File: src/rtl/bdh_pkg.sv
// ----------------------------------------------------------------------------
// bdh_pkg
// Shared types and constants for the button debounce and hold detector.
// ----------------------------------------------------------------------------
package bdh_pkg;

  localparam int NUM_BUTTONS_DEF = 16;
  localparam int MAX_RESULTS     = 16;

  localparam int PIN_W      = 16;
  localparam int IDX_W      = 4;
  localparam int CNT_W      = 16;
  localparam int OP_W       = 2;
  localparam int CFG_IDX_W  = 2;
  localparam int CFG_W      = 16;
  localparam int IN_DATA_W  = 24;
  localparam int OUT_DATA_W = 8;
  localparam int OUT_USER_W = 3;

  localparam logic [CNT_W-1:0] DEBOUNCE_RST   = 16'd20;
  localparam logic [CNT_W-1:0] LONG_PRESS_RST = 16'd1000;
  localparam logic             ACTIVE_RST     = 1'b0;

  // opcodes carried in tuser
  localparam logic [OP_W-1:0] OP_EDGE  = 2'd0;
  localparam logic [OP_W-1:0] OP_TICK  = 2'd1;
  localparam logic [OP_W-1:0] OP_QUERY = 2'd2;

  // configuration register indexes
  localparam logic [CFG_IDX_W-1:0] REG_DEBOUNCE     = 2'd0;
  localparam logic [CFG_IDX_W-1:0] REG_LONG_PRESS   = 2'd1;
  localparam logic [CFG_IDX_W-1:0] REG_ACTIVE_LEVEL = 2'd2;

  typedef enum logic [2:0] {
    EV_PRESS        = 3'd0,
    EV_RELEASE      = 3'd1,
    EV_HOLD         = 3'd2,
    EV_LONG_RELEASE = 3'd3,
    EV_STATE        = 3'd4
  } event_code_t;

  // one entry of the per-button state memory
  typedef struct packed {
    logic             pressed;
    logic             hold_fired;
    logic [CNT_W-1:0] hold_count;
    logic [CNT_W-1:0] deb_count;
  } btn_entry_t;

  typedef struct packed {
    logic             vld;
    logic [IDX_W-1:0] id;
    event_code_t      code;
    logic             pressed;
  } btn_event_t;

  typedef struct packed {
    logic start;
    logic flush;
  } rbuf_ctrl_t;

  typedef struct packed {
    logic ev_ok;
    logic pend_valid;
  } rbuf_status_t;

endpackage

File: src/rtl/bdh_state_mem.sv
// ----------------------------------------------------------------------------
// bdh_state_mem
// Per-button state memory, one synchronous read port and one write port.
// A per-entry valid bit makes unwritten entries read as the cleared state.
// ----------------------------------------------------------------------------
module bdh_state_mem
  import bdh_pkg::*;
#(
  parameter int NUM_BUTTONS = NUM_BUTTONS_DEF
) (
  input  logic                clk,
  input  logic                rst,
  input  logic                re,
  input  logic [(NUM_BUTTONS > 1 ? $clog2(NUM_BUTTONS) : 1)-1:0] raddr,
  output btn_entry_t          rdata,
  input  logic                we,
  input  logic [(NUM_BUTTONS > 1 ? $clog2(NUM_BUTTONS) : 1)-1:0] waddr,
  input  btn_entry_t          wdata
);

  btn_entry_t             mem [NUM_BUTTONS];
  logic [NUM_BUTTONS-1:0] valid;

  always_ff @(posedge clk) begin
    if (we) begin
      mem[waddr] <= wdata;
    end
  end

  always_ff @(posedge clk) begin
    if (rst) begin
      valid <= '0;
    end else if (we) begin
      valid[waddr] <= 1'b1;
    end
  end

  always_ff @(posedge clk) begin
    if (re) begin
      rdata <= valid[raddr] ? mem[raddr] : '0;
    end
  end

endmodule

File: src/rtl/bdh_result_buf.sv
// ----------------------------------------------------------------------------
// bdh_result_buf
// Result staging: a pending slot holds the newest event until the next one
// (or the end of the word) shows whether it is the last; an output register
// feeds the master stream. Events past the per-word cap are dropped.
// ----------------------------------------------------------------------------
module bdh_result_buf
  import bdh_pkg::*;
(
  input  logic                  clk,
  input  logic                  rst,
  input  rbuf_ctrl_t            ctrl,
  input  btn_event_t            ev,
  output rbuf_status_t          status,
  output logic                  m_axis_tvalid,
  input  logic                  m_axis_tready,
  output logic [OUT_DATA_W-1:0] m_axis_tdata,  // [3:0] button_id, [4] is_pressed
  output logic [OUT_USER_W-1:0] m_axis_tuser,  // [2:0] event_code
  output logic                  m_axis_tlast
);

  localparam int RCW = $clog2(MAX_RESULTS + 1);

  logic           p_valid;
  btn_event_t     p_ev;
  logic [RCW-1:0] rcnt;
  logic           out_valid;
  btn_event_t     o_ev;
  logic           o_last;

  logic o_free;
  logic take;
  logic ev_ok;

  assign o_free = !out_valid || m_axis_tready;
  assign take   = ev.vld && (rcnt < RCW'(MAX_RESULTS));
  assign ev_ok  = !take || !p_valid || o_free;

  assign status.ev_ok      = ev_ok;
  assign status.pend_valid = p_valid;

  always_ff @(posedge clk) begin
    if (rst) begin
      p_valid   <= 1'b0;
      out_valid <= 1'b0;
      rcnt      <= '0;
    end else begin
      if (out_valid && m_axis_tready) begin
        out_valid <= 1'b0;
      end
      if (take && p_valid && o_free) begin
        o_ev      <= p_ev;
        o_last    <= 1'b0;
        out_valid <= 1'b1;
      end else if (ctrl.flush && p_valid && o_free) begin
        o_ev      <= p_ev;
        o_last    <= 1'b1;
        out_valid <= 1'b1;
        p_valid   <= 1'b0;
      end
      if (take && ev_ok) begin
        p_ev    <= ev;
        p_valid <= 1'b1;
        rcnt    <= rcnt + RCW'(1);
      end
      if (ctrl.start) begin
        rcnt <= '0;
      end
    end
  end

  assign m_axis_tvalid = out_valid;
  assign m_axis_tdata  = {3'b000, o_ev.pressed, o_ev.id};
  assign m_axis_tuser  = o_ev.code;
  assign m_axis_tlast  = o_last;

  a_cap_held: assert property (@(posedge clk) disable iff (rst)
    rcnt <= RCW'(MAX_RESULTS))
    else $error("result count passed the per-word cap");

  a_flush_alone: assert property (@(posedge clk) disable iff (rst)
    ctrl.flush |-> !ev.vld)
    else $error("event offered while flushing");

  a_out_hold: assert property (@(posedge clk) disable iff (rst)
    (m_axis_tvalid && !m_axis_tready) |=>
      (m_axis_tvalid && $stable(m_axis_tdata) && $stable(m_axis_tuser) &&
       $stable(m_axis_tlast)))
    else $error("output word changed while stalled");

endmodule

File: src/rtl/button_debounce_hold_detector.sv
// ----------------------------------------------------------------------------
// button_debounce_hold_detector
// Debounces a bank of buttons and reports press, release, hold, long release
// and state-query results. Per-button state lives in one synchronous memory.
//
//   channel   dir  handshake            payload
//   s_axis    in   tvalid/tready        tuser opcode, tdata index and pins
//   m_axis    out  tvalid/tready/tlast  tuser event code, tdata id and state
//   cfg       in   cfg_we               cfg_index, cfg_wdata
//
// Edge word: memory read, then write-back. Unused opcode: taken without
// leaving idle. Query word: memory read, result, then flush, plus output
// wait. Tick word: the memory read port scans one button a cycle while no
// stall holds the scan, then the final result is flushed from the pending
// slot; a button that gives both press and hold sends its hold event alone.
// Output stalls hold the scan in place; the last result sits in the output
// register while the next word is taken. Reset clears all button state at
// once through per-entry valid bits; no clearing pass is needed.
// ----------------------------------------------------------------------------
module button_debounce_hold_detector
  import bdh_pkg::*;
#(
  parameter int NUM_BUTTONS = NUM_BUTTONS_DEF
) (
  input  logic                  clk,
  input  logic                  rst,
  input  logic                  s_axis_tvalid,
  output logic                  s_axis_tready,
  input  logic [IN_DATA_W-1:0]  s_axis_tdata,   // [3:0] button_index, [19:4] pin_levels
  input  logic [OP_W-1:0]       s_axis_tuser,   // [1:0] opcode
  output logic                  m_axis_tvalid,
  input  logic                  m_axis_tready,
  output logic [OUT_DATA_W-1:0] m_axis_tdata,   // [3:0] button_id, [4] is_pressed
  output logic [OUT_USER_W-1:0] m_axis_tuser,   // [2:0] event_code
  output logic                  m_axis_tlast,
  input  logic                  cfg_we,
  input  logic [CFG_IDX_W-1:0]  cfg_index,
  input  logic [CFG_W-1:0]      cfg_wdata
);

  localparam int AW = (NUM_BUTTONS > 1) ? $clog2(NUM_BUTTONS) : 1;
  localparam int SW = $clog2(NUM_BUTTONS + 1);

  typedef enum logic [2:0] {
    ST_IDLE,
    ST_EDGE,
    ST_QUERY,
    ST_SCAN,
    ST_FLUSH
  } state_t;

  state_t           state;
  logic [CNT_W-1:0] debounce_ticks;
  logic [CNT_W-1:0] long_press_ticks;
  logic             active_level;
  logic [IDX_W-1:0] idx_q;
  logic [PIN_W-1:0] pins_q;
  logic             idx_ok_q;
  logic [SW-1:0]    a_cnt;
  logic             b_valid;
  logic [AW-1:0]    b_idx;
  logic             hold2_valid;
  logic [IDX_W-1:0] hold2_id;

  logic [IDX_W-1:0] in_idx;
  logic [PIN_W-1:0] in_pins;
  logic             in_idx_ok;
  logic             accept;

  btn_entry_t   ent;
  btn_entry_t   edge_entry;
  logic         edge_hit;
  btn_entry_t   nx;
  logic         e1_vld;
  event_code_t  e1_code;
  logic         e2_vld;
  logic         scan_lvl;
  logic         scan_act;
  logic [IDX_W-1:0] bid;
  logic         two_ev;
  logic         scan_adv;
  logic         scan_rd;

  logic         mem_re;
  logic [AW-1:0] mem_raddr;
  logic         mem_we;
  logic [AW-1:0] mem_waddr;
  btn_entry_t   mem_wdata;

  btn_event_t   ev;
  rbuf_ctrl_t   rctrl;
  rbuf_status_t rstat;

  assign in_idx    = s_axis_tdata[IDX_W-1:0];
  assign in_pins   = s_axis_tdata[IDX_W+PIN_W-1:IDX_W];
  assign in_idx_ok = (32'(in_idx) < NUM_BUTTONS);
  assign s_axis_tready = (state == ST_IDLE);
  assign accept    = s_axis_tvalid && s_axis_tready;

  // edge: arm the countdown when none runs and the raw level disagrees with the debounced one
  always_comb begin
    edge_hit   = (ent.deb_count == '0) &&
                 ((pins_q[idx_q] == active_level) != ent.pressed);
    edge_entry = ent;
    edge_entry.deb_count = (debounce_ticks == '0) ? CNT_W'(1) : debounce_ticks;
  end

  // tick: one button's countdown, resample and hold tracking
  assign bid      = IDX_W'(b_idx);
  assign scan_lvl = (32'(b_idx) < PIN_W) ? pins_q[IDX_W'(b_idx)] : 1'b0;
  assign scan_act = (scan_lvl == active_level);

  always_comb begin
    nx      = ent;
    e1_vld  = 1'b0;
    e1_code = EV_PRESS;
    e2_vld  = 1'b0;
    if (ent.deb_count != '0) begin
      nx.deb_count = ent.deb_count - CNT_W'(1);
      if (nx.deb_count == '0) begin
        if (scan_act) begin
          if (!ent.pressed) begin
            nx.pressed = 1'b1;
            e1_vld     = 1'b1;
            e1_code    = EV_PRESS;
          end
        end else if (ent.pressed) begin
          nx.pressed    = 1'b0;
          nx.hold_count = '0;
          nx.hold_fired = 1'b0;
          e1_vld        = 1'b1;
          e1_code       = ent.hold_fired ? EV_LONG_RELEASE : EV_RELEASE;
        end
      end
    end
    if (nx.pressed) begin
      if (nx.hold_count < long_press_ticks) begin
        nx.hold_count = nx.hold_count + CNT_W'(1);
      end else begin
        nx.hold_count = '0;
        if (!nx.hold_fired) begin
          nx.hold_fired = 1'b1;
          e2_vld        = 1'b1;
        end
      end
    end
  end

  assign two_ev = b_valid && e1_vld && e2_vld;

  always_comb begin
    ev         = '0;
    ev.code    = EV_PRESS;
    case (state)
      ST_QUERY: begin
        ev.vld     = 1'b1;
        ev.id      = idx_q;
        ev.code    = EV_STATE;
        ev.pressed = idx_ok_q && ent.pressed;
      end
      ST_SCAN: begin
        if (hold2_valid) begin
          ev.vld     = 1'b1;
          ev.id      = hold2_id;
          ev.code    = EV_HOLD;
          ev.pressed = 1'b1;
        end else if (b_valid && e1_vld) begin
          ev.vld     = 1'b1;
          ev.id      = bid;
          ev.code    = e1_code;
          ev.pressed = nx.pressed;
        end else if (b_valid && e2_vld) begin
          ev.vld     = 1'b1;
          ev.id      = bid;
          ev.code    = EV_HOLD;
          ev.pressed = 1'b1;
        end
      end
      default: ;
    endcase
  end

  // a button finishes when its first event is taken; a second one follows alone
  assign scan_adv = (state == ST_SCAN) && !hold2_valid && (!b_valid || rstat.ev_ok);
  assign scan_rd  = scan_adv && (a_cnt != SW'(NUM_BUTTONS));

  always_comb begin
    mem_re    = 1'b0;
    mem_raddr = a_cnt[AW-1:0];
    if (accept) begin
      mem_re    = ((s_axis_tuser == OP_EDGE) || (s_axis_tuser == OP_QUERY)) && in_idx_ok;
      mem_raddr = AW'(in_idx);
    end else if (scan_rd) begin
      mem_re = 1'b1;
    end
  end

  always_comb begin
    mem_we    = 1'b0;
    mem_waddr = b_idx;
    mem_wdata = nx;
    if (state == ST_EDGE) begin
      mem_we    = edge_hit;
      mem_waddr = AW'(idx_q);
      mem_wdata = edge_entry;
    end else if (state == ST_SCAN) begin
      mem_we = b_valid && !hold2_valid && rstat.ev_ok;
    end
  end

  assign rctrl.start = accept;
  assign rctrl.flush = (state == ST_FLUSH);

  always_ff @(posedge clk) begin
    if (rst) begin
      state            <= ST_IDLE;
      a_cnt            <= '0;
      b_valid          <= 1'b0;
      hold2_valid      <= 1'b0;
      debounce_ticks   <= DEBOUNCE_RST;
      long_press_ticks <= LONG_PRESS_RST;
      active_level     <= ACTIVE_RST;
    end else begin
      if (cfg_we) begin
        case (cfg_index)
          REG_DEBOUNCE:     debounce_ticks   <= cfg_wdata;
          REG_LONG_PRESS:   long_press_ticks <= cfg_wdata;
          REG_ACTIVE_LEVEL: active_level     <= cfg_wdata[0];
          default: ;
        endcase
      end
      case (state)
        ST_IDLE: begin
          if (s_axis_tvalid) begin
            idx_q    <= in_idx;
            pins_q   <= in_pins;
            idx_ok_q <= in_idx_ok;
            case (s_axis_tuser)
              OP_EDGE: begin
                if (in_idx_ok) state <= ST_EDGE;
              end
              OP_QUERY: state <= ST_QUERY;
              OP_TICK: begin
                state   <= ST_SCAN;
                a_cnt   <= '0;
                b_valid <= 1'b0;
              end
              default: ;
            endcase
          end
        end
        ST_EDGE:  state <= ST_IDLE;
        ST_QUERY: state <= ST_FLUSH;
        ST_SCAN: begin
          if (hold2_valid) begin
            if (rstat.ev_ok) hold2_valid <= 1'b0;
          end else if (scan_adv) begin
            if (two_ev) begin
              hold2_valid <= 1'b1;
              hold2_id    <= bid;
            end
            b_valid <= scan_rd;
            if (scan_rd) begin
              b_idx <= a_cnt[AW-1:0];
              a_cnt <= a_cnt + SW'(1);
            end else if (!two_ev) begin
              state <= ST_FLUSH;
            end
          end
        end
        ST_FLUSH: begin
          if (!rstat.pend_valid) state <= ST_IDLE;
        end
        default: state <= ST_IDLE;
      endcase
    end
  end

  bdh_state_mem #(
    .NUM_BUTTONS(NUM_BUTTONS)
  ) u_mem (
    .clk   (clk),
    .rst   (rst),
    .re    (mem_re),
    .raddr (mem_raddr),
    .rdata (ent),
    .we    (mem_we),
    .waddr (mem_waddr),
    .wdata (mem_wdata)
  );

  bdh_result_buf u_rbuf (
    .clk           (clk),
    .rst           (rst),
    .ctrl          (rctrl),
    .ev            (ev),
    .status        (rstat),
    .m_axis_tvalid (m_axis_tvalid),
    .m_axis_tready (m_axis_tready),
    .m_axis_tdata  (m_axis_tdata),
    .m_axis_tuser  (m_axis_tuser),
    .m_axis_tlast  (m_axis_tlast)
  );

  a_no_overlap: assert property (@(posedge clk) disable iff (rst)
    (mem_we && mem_re) |-> (mem_waddr != mem_raddr))
    else $error("read and write hit the same button entry");

  a_drained: assert property (@(posedge clk) disable iff (rst)
    s_axis_tready |-> !rstat.pend_valid)
    else $error("new word taken with a result still pending");

  a_hold2_scan: assert property (@(posedge clk) disable iff (rst)
    hold2_valid |-> (state == ST_SCAN))
    else $error("second hold event outside a scan");

endmodule
File: config.mk
export PLATFORM = sky130hd
export DESIGN_NAME = button_debounce_hold_detector
export DESIGN_NICKNAME = d
export VERILOG_FILES = /design/src/rtl/bdh_pkg.sv /design/src/rtl/bdh_state_mem.sv /design/src/rtl/bdh_result_buf.sv /design/src/rtl/button_debounce_hold_detector.sv
export SDC_FILE = /design/constraint.sdc
export NUM_CORES = 1
export LEC_CHECK = 0
export BUFFER_PORTS_ARGS = -buffer_cell sky130_fd_sc_hd__buf_2
export CAP_MARGIN = 25
export CORE_AREA = 2 2 230 288
export CTS_CLUSTER_DIAMETER = 200
export DETAILED_ROUTE_END_ITERATION = 8
export DIE_AREA = 0 0 232 290
export PLACE_DENSITY_LB_ADDON = 0.12
export SYNTH_ARGS = -nofsm -noshare
export SYNTH_HDL_FRONTEND = slang
export SYNTH_SLANG_ARGS = --single-unit
File: constraint.sdc
create_clock -name clk -period 9.2 [get_ports clk]
set_input_delay 1.84 -clock clk [delete_from_list [all_inputs] [get_ports clk]]
set_output_delay 1.84 -clock clk [all_outputs]
set_load 0.1 [all_outputs]
==> results.cfg, run 1 <==
[floorplanning]
die-area_sq_um = 67300
die_y_um = 290
io_pins = 63
design.core.area_sq_um = 64400
die_w_um = 232
rows = 104
start_util_pct = 45.6

[grt]
grt_overflow = 0
antenna_found_initial = 1
met3_usage_pct = 2.53
grt_pass1_wl_um = 116000
met1_usage_pct = 32.0
grt_usage_pct = 22.7
grt_max_degree = 161
top_usage_layer = met2
grt_pass1_vias = 18900
use_met2_pct = 37.1

[sta]
finClkSkew_ps = 10.7
rsz0062_at_grt = false
tightestPinTransition_ps = 1040
period_minus_slack_ps = 7150
setup_viol = 0
fmax_mhz = 140
hold_slack_ps = 417
hold_viol = 0
drv_slew = 0
finalCritPeriodShare_pct = 77.7
fin_setup_tns_ps = 0
slew_headroom_pct = 30.4

[synth]
syn_area_sq_um = 29400
synth_area_leaders = edfxtp_1 (64%), nand2_1 (8.4%), dfxtp_1 (4.5%)
synthCells = 2429
synth_edf_count = 623
synth_top_cell_by_area = edfxtp_1
yosysWarnings = 0
seq_area_frac_synth_pct = 68.1
synthArstFlopShare_pct = 0
synth-seq-cells = 689
netlist-cell-type-count = 77
synth_flop_cell = edfxtp_1
synth.avg_cell_area_sq_um = 12.1
yosys.area.top_type_share_pct = 63.6

[clocking]
clock_sinks = 689
htree_levels = 3
tritoncts = done
clk_latency_ps = 610
cts_resized = 0
post_cts_buffers = 0
clk_pin_slew_ps = 60
cts_buffers = 70
clk_root_buffer_cell = clkbuf_16
cts_hold_buf = 0
clk_path_buf_depth = 3

[power]
peakVddDrop_v = 0.000129
p_leak_uw = 0.0113
power_density_nw_per_um2 = 219

[outcome]
outcome = complete, no violations

[setup_path]
r2r-start = u_mem.rdata[0]$_SDFFCE_PN0P_
reg2reg_to = u_mem.mem[8][32]$_DFFE_PP_
r2r_setup_slack_ps = 2050
cp-end-kind = flop
crit_family = compound AO/OA/AOI/OAI gates
worst-path-buf-inv = 3
crit_chain = inv_1 -> ha_1 -> or3b_2 -> o41a_1 -> a211oi_2 -> o211ai_2 -> nor3_2 -> buf_4 -> nor2_1 -> ha_1 -> a21oi_1 -> a31oi_1 -> a211oi_1 -> o21ai_0 -> a31oi_1 -> mux2i_4 -> o21ai_2 -> a21oi_4 -> nor2_4 -> buf_4
slowest_delay_ps = 800
critPathKind = reg2reg
slowest_stage = nor2_4
crit_path_start = u_mem.rdata[0]$_SDFFCE_PN0P_
cp.depth = 20
worstSetupStartpointType = flop
worstRegToRegCells = 20
crit_required_ps = 9470
cp_data_arrival_time_ps = 7420
critical_path.max_fanout = 23

[hold_path]
holdPathStages = 0
worstHoldEndpoint = u_rbuf.m_axis_tdata[3]$_DFFE_PP_
holdCritPathClass = reg2reg
holdCritStartpoint = u_rbuf.p_ev[7]$_DFFE_PP_

[placement]
placed_area_sq_um = 30900
port_buffers = 55
dp_hpwl_um = 43800
place.gp.congestion = 0.902

[route]
drc_errors = 0
viasPerCell = 5.79
final_antenna_net_count = 0
drt-total-wl_um = 76500
avgRoutedWirePerCell_um = 22.7
drt-initial-drc-count = 1958
via_count = 19500
dr.pass1.iters = 5

[cells_and_area]
nNetsFinal = 2541
final_common_cell = nand2_1
area_growth_pct = 12.8
design_area_sq_um = 33200
drive_gt1_share_pct = 11.5
num-fill-cells = 5539
layout_common_cells = nand2_1 (658), edfxtp_1 (623), nand3_1 (153), a311oi_1 (138), clkbuf_16 (75)

[run]
cap_viol_max_count = 0
## layout make-up
cell class	instances	area [sq um]	area share, %
timing repair buffer	121	853	2.57
antenna	1	2.50	0.00754
tap	848	1060	3.20
clock inverter	31	273	0.822
multi-input combinational	1524	8760	26.4
clock buffer	96	1970	5.93
sequential	689	20000	60.4
inverter	59	221	0.668
## report_power, final
group | internal [uW] | switching (uW) | leakage (uW)
Sequential | 3560 | 37.6 | 0.00618
Combinational | 255 | 631 | 0.00404
Clock | 1610 | 1170 | 0.00109
Total | 5430 | 1840 | 0.0113
## worst max-delay path by stage
stage | to | slack (ps)
finish | u_mem.mem[8][32]$_DFFE_PP_ | 2050
global route | u_mem.mem[8][16]$_DFFE_PP_ | 1520
global placement | u_mem.mem[1][16]$_DFFE_PP_ | 2140
detailed placement | u_mem.mem[8][32]$_DFFE_PP_ | 2050
CTS | u_mem.mem[8][16]$_DFFE_PP_ | 2020
floorplan | u_mem.rdata[0]$_SDFFCE_PN0P_ | 1330
## metrics by stage
stage / power (uW) / cells / setup slack (ps) / util, %
2_1_floorplan: 4210 / 2431 / 1330 / -
3_3_place_gp: 4520 / 3234 / 2140 / 47.9
3_5_place_dp: 4540 / 3239 / 2050 / 48.0
4_1_cts: 7320 / 3366 / 2020 / 51.5
5_1_grt: 7520 / 3369 / 1520 / 51.5
6_report: 7270 / 3369 / 2050 / 51.5
## sequential cells by signal, indices dropped and copies added, names as in the netlist, 3 cells and up
signal / cells
debounce_ticks: 16
u_mem.mem: 544
u_rbuf.rcnt: 5
u_rbuf.m_axis_tuser: 3
hold2_id: 4
u_rbuf.m_axis_tdata: 5
u_mem.rdata: 34
idx_q: 4
u_mem.valid: 16
long_press_ticks: 16
state: 3
pins_q: 16
b_idx: 4
a_cnt: 5
u_rbuf.p_ev: 8
## per-layer routing
layer / part of all wire [%] / up-vias
met2: 48 / 616
met1: 44 / 9764
met5: 0 / -
li1: - / 9030
met4: 2.1 / 0
met3: 6.1 / 109
## Yosys cell counts, types with 7 or more instances
library cell  instances
and3_1               74
ha_1                 27
clkbuf_1            136
inv_1                58
a21oi_1              59
or4_1                 8
mux2i_1               7
nand2b_1             11
a311oi_1            138
o31ai_1               9
nor2_1               76
nand2_1             658
nor2b_1              12
or3_1                14
o22ai_1              16
buf_1                12
nor3_1               18
edfxtp_1            623
a31oi_1               8
nor3b_1              41
mux4_2               14
nand3_1             153
dfxtp_1              66
or2_2                 9
nand4_1               8
xor2_1                7
nor4_1               10
xnor2_1               7
o21ai_0              45
## cell families (layout without fill, tap and decap cells)
kind of cell               after synthesis  count (layout)  synth area share [%]
and+or+nand+nor                       1117            1117                  17.2
DFF                                    689             689                  68.1
AOI/OAI and AO/OA                      337             337                  8.61
buffers and inverters                  218             307                  2.90
adders and majority gates               27              27                  1.15
muxes                                   25              25                  1.52
xor gates and xnor gates                15              15                 0.473
other                                    1               4                0.0128
## worst register-to-register path, stage by stage, from the launching register on
cell and delay [ps]:
edfxtp_1 530, inv_1 180, ha_1 290, or3b_2 560
o41a_1 370, a211oi_2 260, o211ai_2 220, nor3_2 190
buf_4 310, nor2_1 90, ha_1 330, a21oi_1 160
a31oi_1 100, a211oi_1 300, o21ai_0 330, a31oi_1 400
mux2i_4 160, o21ai_2 470, a21oi_4 230, nor2_4 800
buf_4 520
Power figures use the tool's default switching activity.
==> inputs of run 2 (changes only) <==
clock period = 7.3 ns   (was 9.2 ns; I/O delays follow)
==> results.cfg, run 2 (synthesized netlist as in run 1, its figures left out) <==
[grt]
antenna_found_initial = 0
grt_overflow = 0
grt_max_degree = 137
grt_pass1_wl_um = 116000
grt_usage_pct = 22.8
grt_pass1_vias = 19200

[cells_and_area]
area_growth_pct = 14.2
top_register = u_mem.mem
nNetsFinal = 2561
reg_top3 = u_mem.mem: 544 flops, u_mem.rdata: 34 flops
largest_register_ffs = 544
utilization_pct = 52.1
final_common_cell = nand2_1
num-fill-cells = 5562
drive_gt1_share_pct = 12.3
num_antenna_cells = 0
layout_common_cells = nand2_1 (658), edfxtp_1 (623), nand3_1 (153), a311oi_1 (138), clkbuf_16 (77)

[hold_path]
holdCritStartpoint = u_rbuf.p_ev[5]$_DFFE_PP_
worstHoldEndpoint = u_rbuf.m_axis_tdata[1]$_DFFE_PP_
holdPathStages = 0
holdCritPathClass = reg2reg

[clocking]
cts_resized = 0
post_cts_buffers = 0
cts_buffers = 71
cts_hold_buf = 0
clock_sinks = 689
clk_pin_slew_ps = 60
tritoncts = done
clk_root_buffer_cell = clkbuf_16
clk_latency_ps = 610
htree_levels = 3
clk_path_buf_depth = 3

[setup_path]
r2r-start = u_mem.rdata[0]$_SDFFCE_PN0P_
critPathKind = reg2reg
worstSetupStartpointType = flop
cp_data_arrival_time_ps = 6980
crit_required_ps = 7600
reg2reg_to = u_mem.mem[0][12]$_DFFE_PP_
worstRegToRegCells = 21
cp-end-kind = flop
critical_path.max_fanout = 15
r2r_setup_slack_ps = 620

[route]
drt-total-wl_um = 76600
via_count = 19600
drc_errors = 0
final_antenna_net_count = 0
viasPerCell = 5.80
drt-initial-drc-count = 1716
dr.pass1.iters = 5
avgRoutedWirePerCell_um = 22.6

[placement]
dp_hpwl_um = 45300
port_buffers = 55
place.gp.congestion = 0.848

[sta]
finClkSkew_ps = 22.2
slew_headroom_pct = 31.1
drv_slew = 0
setup_viol = 0
tightestPinTransition_ps = 1030
fin_setup_tns_ps = 0
rsz0062_at_grt = false
fmax_mhz = 150
hold_viol = 0
period_minus_slack_ps = 6680
finalCritPeriodShare_pct = 91.4

[floorplanning]
design.core.area_sq_um = 64400
io_pins = 63
die-area_sq_um = 67300
start_util_pct = 45.6
die_y_um = 290
rows = 104
die_w_um = 232

[outcome]
outcome = complete, no violations

[power]
power_density_nw_per_um2 = 276
peakVddDrop_v = 0.000144
p_leak_uw = 0.0115

[run]
cap_viol_max_count = 0
[run 2: layout make-up]
class                   count  area [sq um]  share of cell area [%]
inverters                  59           221                   0.660
multi-input cells        1524          8740                    26.1
flip-flops and latches    689         20000                    59.7
repair buffers            140          1210                    3.60
well taps                 848          1060                    3.16
clock buffers              96          2010                    5.98
clock inverters            33           284                   0.846
[run 2: power by group]
group	internal, uW	switching, uW
logic	335	802
registers	4480	45.8
clock network	2080	1500
[run 2: worst max-delay path by stage]
stage	from	endpoint	slack [ps]	cells after the start
after global placement	u_mem.rdata[0]$_SDFFCE_PN0P_	u_mem.mem[0][12]$_DFFE_PP_	690	21
final	u_mem.rdata[0]$_SDFFCE_PN0P_	u_mem.mem[0][12]$_DFFE_PP_	620	21
after detailed placement	u_mem.rdata[0]$_SDFFCE_PN0P_	u_mem.mem[12][8]$_DFFE_PP_	650	21
after floorplan	u_mem.rdata[0]$_SDFFCE_PN0P_	u_mem.mem[12][0]$_DFFE_PP_	130	22
after global routing	u_mem.rdata[0]$_SDFFCE_PN0P_	u_mem.mem[0][7]$_DFFE_PP_	240	21
after CTS	u_mem.rdata[0]$_SDFFCE_PN0P_	u_mem.mem[0][12]$_DFFE_PP_	620	21
[run 2: per-layer routing]
layer / part of all wire, % / global-route usage (%)
met1: 43 / 30.9
met2: 50 / 38.4
met3: 5.3 / 3.42
met4: 1.8 / 5.78
met5: 0 / 0
[run 2: critical path, cell delays in order, from the launching register on]
cell and delay, ps:
edfxtp_1 530, inv_1 180, ha_1 300, or3b_2 560, o41a_1 380, a211oi_2 230
o211ai_2 220, nor3_2 500, buf_4 310, nor2_1 80, ha_1 300, and3_1 170
o21ai_0 190, and4_1 200, o21ai_0 80, buf_4 180, a31oi_1 330, mux2i_4 160
o21ai_2 470, a21oi_4 230, nor2_4 470, buf_12 250
[run 2: per-stage QoR]
stage / hold WS (ps) / power, uW / setup slack, ps / area, sq um / instances
detailed placement: 405 / 5750 / 648 / 31300 / 3260
global route: 429 / 9580 / 235 / 33600 / 3389
CTS: 423 / 9320 / 616 / 33600 / 3389
finish: 423 / 9250 / 625 / 33600 / 3389
global placement: 402 / 5720 / 688 / 31200 / 3257
floorplan: 400 / 5300 / 133 / 29400 / 2431
